$ cat config.mk
export PLATFORM = sky130hd
export DESIGN_NAME = rke_front_flat
export DESIGN_NICKNAME = d
export VERILOG_FILES = /design/src/sv/rke_pkg.sv /design/src/sv/rke_intf.sv /design/src/sv/rke_front.sv /design/src/flat_wrapper.sv
export SDC_FILE = /design/constraint.sdc
export NUM_CORES = 2
export LEC_CHECK = 0
export ABC_AREA = 0
export BUFFER_PORTS_ARGS = -buffer_cell sky130_fd_sc_hd__buf_4
export CAP_MARGIN = 20
export CORE_MARGIN = 2
export CORE_UTILIZATION = 60
export CTS_CLUSTER_DIAMETER = 30
export DETAILED_ROUTE_END_ITERATION = 10
export GPL_ROUTABILITY_DRIVEN = 0
export GPL_TIMING_DRIVEN = 0
export PLACE_DENSITY_LB_ADDON = 0.12
export SLEW_MARGIN = 40
export SYNTH_ARGS = -nofsm -noshare
export SYNTH_HDL_FRONTEND = slang
export SYNTH_SLANG_ARGS = --single-unit
$ cat constraint.sdc
create_clock -name i_clk -period 8.94 [get_ports i_clk]
set_input_delay 0.447 -clock i_clk [delete_from_list [all_inputs] [get_ports i_clk]]
set_output_delay 0.447 -clock i_clk [all_outputs]
set_load 0.01 [all_outputs]
$ cat src/sv/rke_pkg.sv
// Shared constants, types and exp table builders for the RBF kernel unit.
package rke_pkg;

    localparam int EXP_TABLE_BITS_DEF = 8;
    localparam int EXP_INT_LIMIT      = 21;
    localparam int FRAC_BITS          = 16;
    localparam int Q30_W              = 31;
    localparam int COORD_W            = 24;
    localparam int DIFF_W             = 25;
    localparam int R2_W               = 50;
    localparam int CFG_W              = 24;
    localparam int CFG_IDX_W          = 2;
    localparam int A_W                = 21;
    localparam int FIFO_DEPTH         = 8;
    localparam int FIFO_PTR_W         = $clog2(FIFO_DEPTH);
    localparam int FIFO_CNT_W         = FIFO_PTR_W + 1;
    localparam logic [CFG_W-1:0] CFG_ONE = 24'd65536;

    typedef logic [Q30_W-1:0] t_q30;
    typedef t_q30 t_int_tab [EXP_INT_LIMIT];
    typedef t_q30 t_fc_tab [FRAC_BITS+1];

    typedef enum logic [CFG_IDX_W-1:0] {
        CFG_SIG_VAR = 2'd0,
        CFG_LEN_SQ  = 2'd1
    } t_cfg_idx;

    typedef struct packed {
        logic signed [DIFF_W-1:0] dx;
        logic signed [DIFF_W-1:0] dy;
        logic [R2_W-1:0]          r2;
    } t_pair_item;

    // Q30 product, round half up
    function automatic t_q30 mul_q30(t_q30 a, t_q30 b);
        logic [2*Q30_W-1:0] p;
        p = {{Q30_W{1'b0}}, a} * {{Q30_W{1'b0}}, b} + (62'd1 << 29);
        return t_q30'(p >> 30);
    endfunction

    function automatic logic [63:0] div_k(logic [63:0] t, int k);
        case (k)
            2:       return t / 2;
            3:       return t / 3;
            4:       return t / 4;
            5:       return t / 5;
            6:       return t / 6;
            7:       return t / 7;
            8:       return t / 8;
            9:       return t / 9;
            10:      return t / 10;
            11:      return t / 11;
            12:      return t / 12;
            default: return t;
        endcase
    endfunction

    // exp(-2^-i) by a 13 term series
    function automatic t_q30 frac_const(int i);
        logic [63:0] term;
        logic [63:0] sum;
        term = 64'd1 << 30;
        sum  = term;
        for (int k = 1; k <= 12; k++) begin
            term = div_k(term >> i, k);
            if (k[0]) sum = sum - term;
            else      sum = sum + term;
        end
        return t_q30'(sum);
    endfunction

    function automatic t_fc_tab build_fc();
        t_fc_tab t;
        t[0] = t_q30'(64'd1 << 30);
        for (int i = 1; i <= FRAC_BITS; i++) t[i] = frac_const(i);
        return t;
    endfunction

    localparam t_fc_tab FRAC_C = build_fc();

    function automatic t_int_tab build_int();
        t_int_tab t;
        t_q30     e1;
        e1   = mul_q30(FRAC_C[1], FRAC_C[1]);
        t[0] = t_q30'(64'd1 << 30);
        for (int n = 1; n < EXP_INT_LIMIT; n++) t[n] = mul_q30(t[n-1], e1);
        return t;
    endfunction

    localparam t_int_tab INT_C = build_int();

    // fraction table entry: constants multiplied in from the highest set bit down
    function automatic t_q30 tab_entry(int k, int tb);
        t_q30 v;
        v = t_q30'(64'd1 << 30);
        for (int j = 11; j >= 0; j--) begin
            if (j < tb && ((k >> j) & 1) == 1) v = mul_q30(v, FRAC_C[tb - j]);
        end
        return v;
    endfunction

endpackage

$ cat src/sv/rke_intf.sv
// Valid/ready channels for point pairs and kernel results.
interface rke_in_if;
    logic                                valid;
    logic                                ready;
    logic signed [rke_pkg::COORD_W-1:0]  point_x;
    logic signed [rke_pkg::COORD_W-1:0]  point_y;
    logic signed [rke_pkg::COORD_W-1:0]  basis_x;
    logic signed [rke_pkg::COORD_W-1:0]  basis_y;
    modport source (output valid, point_x, point_y, basis_x, basis_y, input ready);
    modport sink (input valid, point_x, point_y, basis_x, basis_y, output ready);
endinterface


$ cat src/sv/rke_front.sv
// Front end: accepts pairs on credit, forms differences and squared distance.
module rke_front (
    input  logic                               i_clk,
    input  logic                               i_rst_n,
    rke_in_if.sink                             i_pair,
    input  logic [rke_pkg::FIFO_CNT_W-1:0]     i_fifo_cnt,
    output logic                               o_push,
    output rke_pkg::t_pair_item                o_item
);
    logic                              r_v1, r_v2, r_v3;
    logic signed [rke_pkg::DIFF_W-1:0] r_dx1, r_dy1, r_dx2, r_dy2, r_dx3, r_dy3;
    logic signed [rke_pkg::R2_W-1:0]   r_sx, r_sy;
    logic [rke_pkg::R2_W-1:0]          r_r2;
    logic [rke_pkg::FIFO_CNT_W:0]      w_used;
    logic                              w_acc;

    // every word in flight already owns a queue slot
    assign w_used = {1'b0, i_fifo_cnt} + (rke_pkg::FIFO_CNT_W + 1)'(r_v1)
                  + (rke_pkg::FIFO_CNT_W + 1)'(r_v2) + (rke_pkg::FIFO_CNT_W + 1)'(r_v3);
    assign i_pair.ready = w_used < (rke_pkg::FIFO_CNT_W + 1)'(rke_pkg::FIFO_DEPTH);
    assign w_acc = i_pair.valid && i_pair.ready;

    always_ff @(posedge i_clk) begin
        if (!i_rst_n) begin
            r_v1 <= 1'b0;
            r_v2 <= 1'b0;
            r_v3 <= 1'b0;
        end else begin
            r_v1 <= w_acc;
            r_v2 <= r_v1;
            r_v3 <= r_v2;
        end
    end

    always_ff @(posedge i_clk) begin
        r_dx1 <= {i_pair.point_x[23], i_pair.point_x} - {i_pair.basis_x[23], i_pair.basis_x};
        r_dy1 <= {i_pair.point_y[23], i_pair.point_y} - {i_pair.basis_y[23], i_pair.basis_y};
        r_sx  <= r_dx1 * r_dx1;
        r_sy  <= r_dy1 * r_dy1;
        r_dx2 <= r_dx1;
        r_dy2 <= r_dy1;
        r_r2  <= unsigned'(r_sx) + unsigned'(r_sy);
        r_dx3 <= r_dx2;
        r_dy3 <= r_dy2;
    end

    assign o_push    = r_v3;
    assign o_item.dx = r_dx3;
    assign o_item.dy = r_dy3;
    assign o_item.r2 = r_r2;
endmodule

$ cat src/flat_wrapper.sv
// flat-port wrapper written by rule: the top's interface ports become plain ports
module rke_front_flat 
  (i_clk, i_rst_n, i_fifo_cnt, o_push, o_item, i_pair_valid, i_pair_point_x, i_pair_point_y, i_pair_basis_x, i_pair_basis_y, i_pair_ready);
  rke_in_if i_pair_i ();
  input  logic i_clk;
  input  logic i_rst_n;
  input  logic [rke_pkg::FIFO_CNT_W-1:0] i_fifo_cnt;
  output logic o_push;
  output rke_pkg::t_pair_item o_item;
  input wire logic [$bits(i_pair_i.valid)-1:0] i_pair_valid;
  input wire logic [$bits(i_pair_i.point_x)-1:0] i_pair_point_x;
  input wire logic [$bits(i_pair_i.point_y)-1:0] i_pair_point_y;
  input wire logic [$bits(i_pair_i.basis_x)-1:0] i_pair_basis_x;
  input wire logic [$bits(i_pair_i.basis_y)-1:0] i_pair_basis_y;
  output wire logic [$bits(i_pair_i.ready)-1:0] i_pair_ready;
  assign i_pair_i.valid = i_pair_valid;
  assign i_pair_i.point_x = i_pair_point_x;
  assign i_pair_i.point_y = i_pair_point_y;
  assign i_pair_i.basis_x = i_pair_basis_x;
  assign i_pair_i.basis_y = i_pair_basis_y;
  assign i_pair_ready = i_pair_i.ready;
  rke_front u_core (.i_clk(i_clk), .i_rst_n(i_rst_n), .i_pair(i_pair_i), .i_fifo_cnt(i_fifo_cnt), .o_push(o_push), .o_item(o_item));
endmodule
**Yosys cells after proc, flatten, opt, wreduce, memory -nomap -nowiden**

Index checks and enable logic that the tools add are counted.

- Bits in registers: 303
- Bits of input ports: 103
- Output and inout port bits: 102
- Word-level logic and storage cells: 22

- Add/subtract/negate cells: 6
- Multipliers: 2
- Magnitude comparators: 1
- Reduce and logical (&&, ||, !) cells: 1

Operators by type and width:

| kind | count |
|---|---|
| $mul A25 B25 Y50 | 2 |
| $add A50 B50 Y50 | 1 |
| $sub A24 B24 Y25 | 2 |
| $add A5 B1 Y5 | 2 |
| $add A4 B1 Y5 | 1 |
| $lt A5 B4 Y1 const B | 1 |
| $logic_and A1 B1 Y1 | 1 |

**Longest topological paths before layout**

- Word-level depth: 5
- Mapped depth: 29
- Depth with buffers taken out: 27

**Worst setup path after synthesis**

OpenSTA, ideal clock, no wires.

- Path type: reg2reg
- From: reg u_core.r_dy1[24] (netlist bit)
- To: reg u_core.r_sy[48] (netlist bit)
- Library setup time: 0.072 ns
- Arrival time: 7.205 ns
- Data required time: 8.868 ns
- Slack: 1.663 ns
- Stages on the path, launching flop included: 28
- Path buffers: 3
- Path through: dfxtp_1 > clkbuf_1 > clkbuf_1 > nand2_1 > inv_1 > fa_1 > fa_1 > inv_1 > fa_1 > inv_1 > fa_1 > fa_1 > fa_1 > inv_1 > fa_1 > inv_1 > ha_1 > clkbuf_1 > a21o_1 > a21o_1 > a21o_1 > a21o_1 > a211o_1 > a221o_1 > a2bb2oi_1 > o31ai_1 > a21oi_1 > xnor2_1

- Cells in the longest elaborated chain, start to end: 1

Ends and longest elaborated chain:

| what | line | source |
|---|---|---|
| start: declaration | rke_front.sv:11 | `logic signed [rke_pkg::DIFF_W-1:0] r_dx1, r_dy1, r_dx2, r_dy2, r_dx3, r_dy3;` |
| start signal: assignment | rke_front.sv:37 | `r_dy1 <= {i_pair.point_y[23], i_pair.point_y} - {i_pair.basis_y[23], i_pair.basis_y};` |
| $mul A25 B25 Y50 | rke_front.sv:39 | `r_sy <= r_dy1 * r_dy1;` |
| end signal: assignment | rke_front.sv:39 |  |
| end: declaration | rke_front.sv:12 | `logic signed [rke_pkg::R2_W-1:0] r_sx, r_sy;` |

No other way between the ends.
A chain may end at the register's enable or synchronous reset.

**Worst setup path in the final report**

- From: reg u_core.r_dy1[23] (netlist bit)
- To: reg u_core.r_sy[49] (netlist bit)

Same word-level chain as after synthesis.

==> flow_summary.yaml <==
run_status:
  outcome: "finished, final reports clean"
grt:
  grt_pass1_wl_um: 204400
  grt_pass1_vias: 39260
  gr-total-overflow: 0
  grt_max_degree: 17
  antenna_found_initial: 5
  grt_usage_pct: 29.98
sta:
  fin_crit_sh_pct: 96.62
  setup_viol: 0
  rsz0062_at_grt: "false"
  holdWs_ns: 0.03725
  hold_violations: 0
  relSlewSlack_pct: 36.30
  drv_slew: 0
  max_slew.worst_pin.slew_ns: 0.9406
  timing.fmax_mhz: 115.8
  period_minus_slack_ns: 8.638
  finalClockSkew_ns: 0.02002
synthesis:
  synth.most_common_cell: "inv_1"
  ys.flop_type: "dfxtp_1"
  yosys.area.top_type_share_pct: 47.06
  synth.distinct_cells: 72
  ys_seq_area_share_pct: 11.57
  synth_compound_area_share_pct: 6.606
  yosys.area.top_type: "fa_1"
  syn_avg_cell_area_um2: 9.791
  synth_top_family_by_area: "adder cells"
  syn-instance-count: 5283
  synthTopCellsByArea: "fa_1 (47%), dfxtp_1 (12%), inv_1 (11%)"
  syn-num-nets: 6999
  synth_mux_area_share_pct: 0.1210
  synth-edff-count: 0
  synthAdderAreaFrac_pct: 56.67
  synth_area_um2: 51720
  synth_xor_area_share_pct: 3.590
  synth-seq-cells: 299
  synth_commonest_cells: "inv_1 (1477), fa_1 (1216), nand2_1 (439)"
  synth-simple-area-share_pct: 9.749
  synthArstFlopShare_pct: 0
  ys_warn_count: 0
detailed_routing:
  avgViaCountPerCell: 5.365
  routedWlPerCell_um: 18.79
  wl_met3_um: 11360
  first_pass_iters: 5
  drt-met1-wl_um: 49840
  topRoutingLayerUsed: "met5"
  totalWireLength_um: 126700
  via_count: 36190
  drtIter0Drc: 2237
  wl_met2_um: 59800
  drc: 0
  postRouteAntennaNets: 0
layout:
  fillers: 6927
  final_cells: 6746
  nNetsFinal: 7263
  syn2layout_area_growth_pct: 10.06
  drive_above_1_share_pct: 6.877
clock_network:
  cts_sinks: 299
  cts_buffers: 59
  clock_latency_ns: 0.64
  post_cts_buffers: 0
  cts.repair.resized: 5
  cts_tree: "built"
  htreeDepth: 2
  clock_path_buffers: 3
  clockRootBuffer: "clkbuf_16"
  clk_pin_slew_worst_paths_ns: 0.05
  postCtsHoldBufs: 0
floorplanning:
  die_x_um: 297.6
  start_util_pct: 60.65
  die_area_um2: 88570
  rows: 107
  fp.coreArea_um2: 85280
  die_y_um: 297.6
  ios: 205
setup_path:
  crit_family: "adder cells"
  start_kind: "flip-flop"
  path_class: "reg2reg"
  slowest_stage: "clkbuf_1"
  cp.buffers_inverters: 8
  cpPeakStageDelay_ns: 0.67
  path_max_fanout: 10
  worstSetupEndpointType: "flip-flop"
  worstPathArrival_ns: 9.15
  required_ns: 9.45
  cp_common_cell: "fa_1"
placed_design:
  portBuffers: 204
  dp_cells: 6631
  dp_hpwl_um: 106700
worst_hold_path:
  worst_hold_path_type: "in2reg"
run:
  cap_violations: 0
==> worst paths after layout <==
path	slack, ns	cells after the start	to	from
worst max-delay path	0.30	26	u_core.r_sy[49]	u_core.r_dy1[23]
worst max register to register	0.30	26	u_core.r_sy[49]	u_core.r_dy1[23]
worst min-delay path	0.04	2	u_core.o_push	i_rst_n
worst min register to register	0.32	0	u_core.r_dx3[11]	u_core.r_dx2[11]
==> layer usage <==
| layer | GRT usage, % | vias to the layer above |
|---|---|---|
| met3 | 6.529 | 376 |
| met1 | 39.19 | 18210 |
| li1 | - | 16200 |
| met4 | 11.88 | 4 |
| met5 | 0.1623 | - |
| met2 | 48.92 | 1404 |
==> cells by family after synthesis <==
logic type | Yosys count
xor+xnor | 212
simple gates | 1033
flops | 299
buf+inv | 1611
fa+ha+maj | 1613
compound gates | 509
mux | 6
==> through the flow <==
stage | setup slack, ns | setup TNS (ns) | cell area (um^2) | utilization [%]
2_1_floorplan | 1.663 | 0 | 51720 | -
3_3_place_gp | -0.3623 | -1.432 | 54690 | 64.13
3_5_place_dp | -0.4225 | -1.768 | 54690 | 64.13
4_1_cts | 0.03885 | 0 | 56860 | 66.67
5_1_grt | 0.006181 | 0 | 56920 | 66.75
6_report | 0.3020 | 0 | 56930 | 66.75
==> cell type report <==
class / count / area, um^2 / area share (%)
Sequential cell: 299 / 5988 / 10.52
Clock buffer: 65 / 1550 / 2.723
Inverter: 1477 / 5544 / 9.739
Buffer: 133 / 534.3 / 0.9385
Timing Repair Buffer: 204 / 1531 / 2.690
Antenna cell: 4 / 10.01 / 0.01758
Tap cell: 1144 / 1431 / 2.514
Clock inverter: 47 / 610.6 / 1.073
Multi-Input combinational cell: 3373 / 39730 / 69.79
==> layout by cell type (no fill, tap or decap), types with 13 or more instances in the layout <==
cell type,synthesis,final
a21o_1,103,103
a21oi_1,149,149
a31oi_1,13,13
and2_1,239,239
and3_1,14,14
buf_4,0,204
clkbuf_1,131,105
clkbuf_16,0,60
clkbuf_2,1,28
dfxtp_1,299,297
fa_1,1216,1214
ha_1,397,397
inv_1,1477,1477
nand2_1,439,439
nand2b_1,32,32
nand3_1,31,31
nand4_1,29,29
nor2_1,123,123
nor2b_1,60,60
nor3_1,22,22
o21a_1,26,26
o21ai_0,68,67
o21bai_1,25,25
xnor2_1,145,145
xor2_1,67,67
==> sequential cells by signal (all words and copies together) (netlist names) <==
register / flops
u_core.o_push: 1
u_core.r_dx1: 25
u_core.r_dx2: 25
u_core.r_dx3: 25
u_core.r_dy1: 25
u_core.r_dy2: 25
u_core.r_dy3: 25
u_core.r_r2: 50
u_core.r_sx: 48
u_core.r_sy: 48
u_core.r_v1: 1
u_core.r_v2: 1
Power is not shown: default switching activity piles up to over one toggle a cycle in this logic, so the estimate is an artifact.
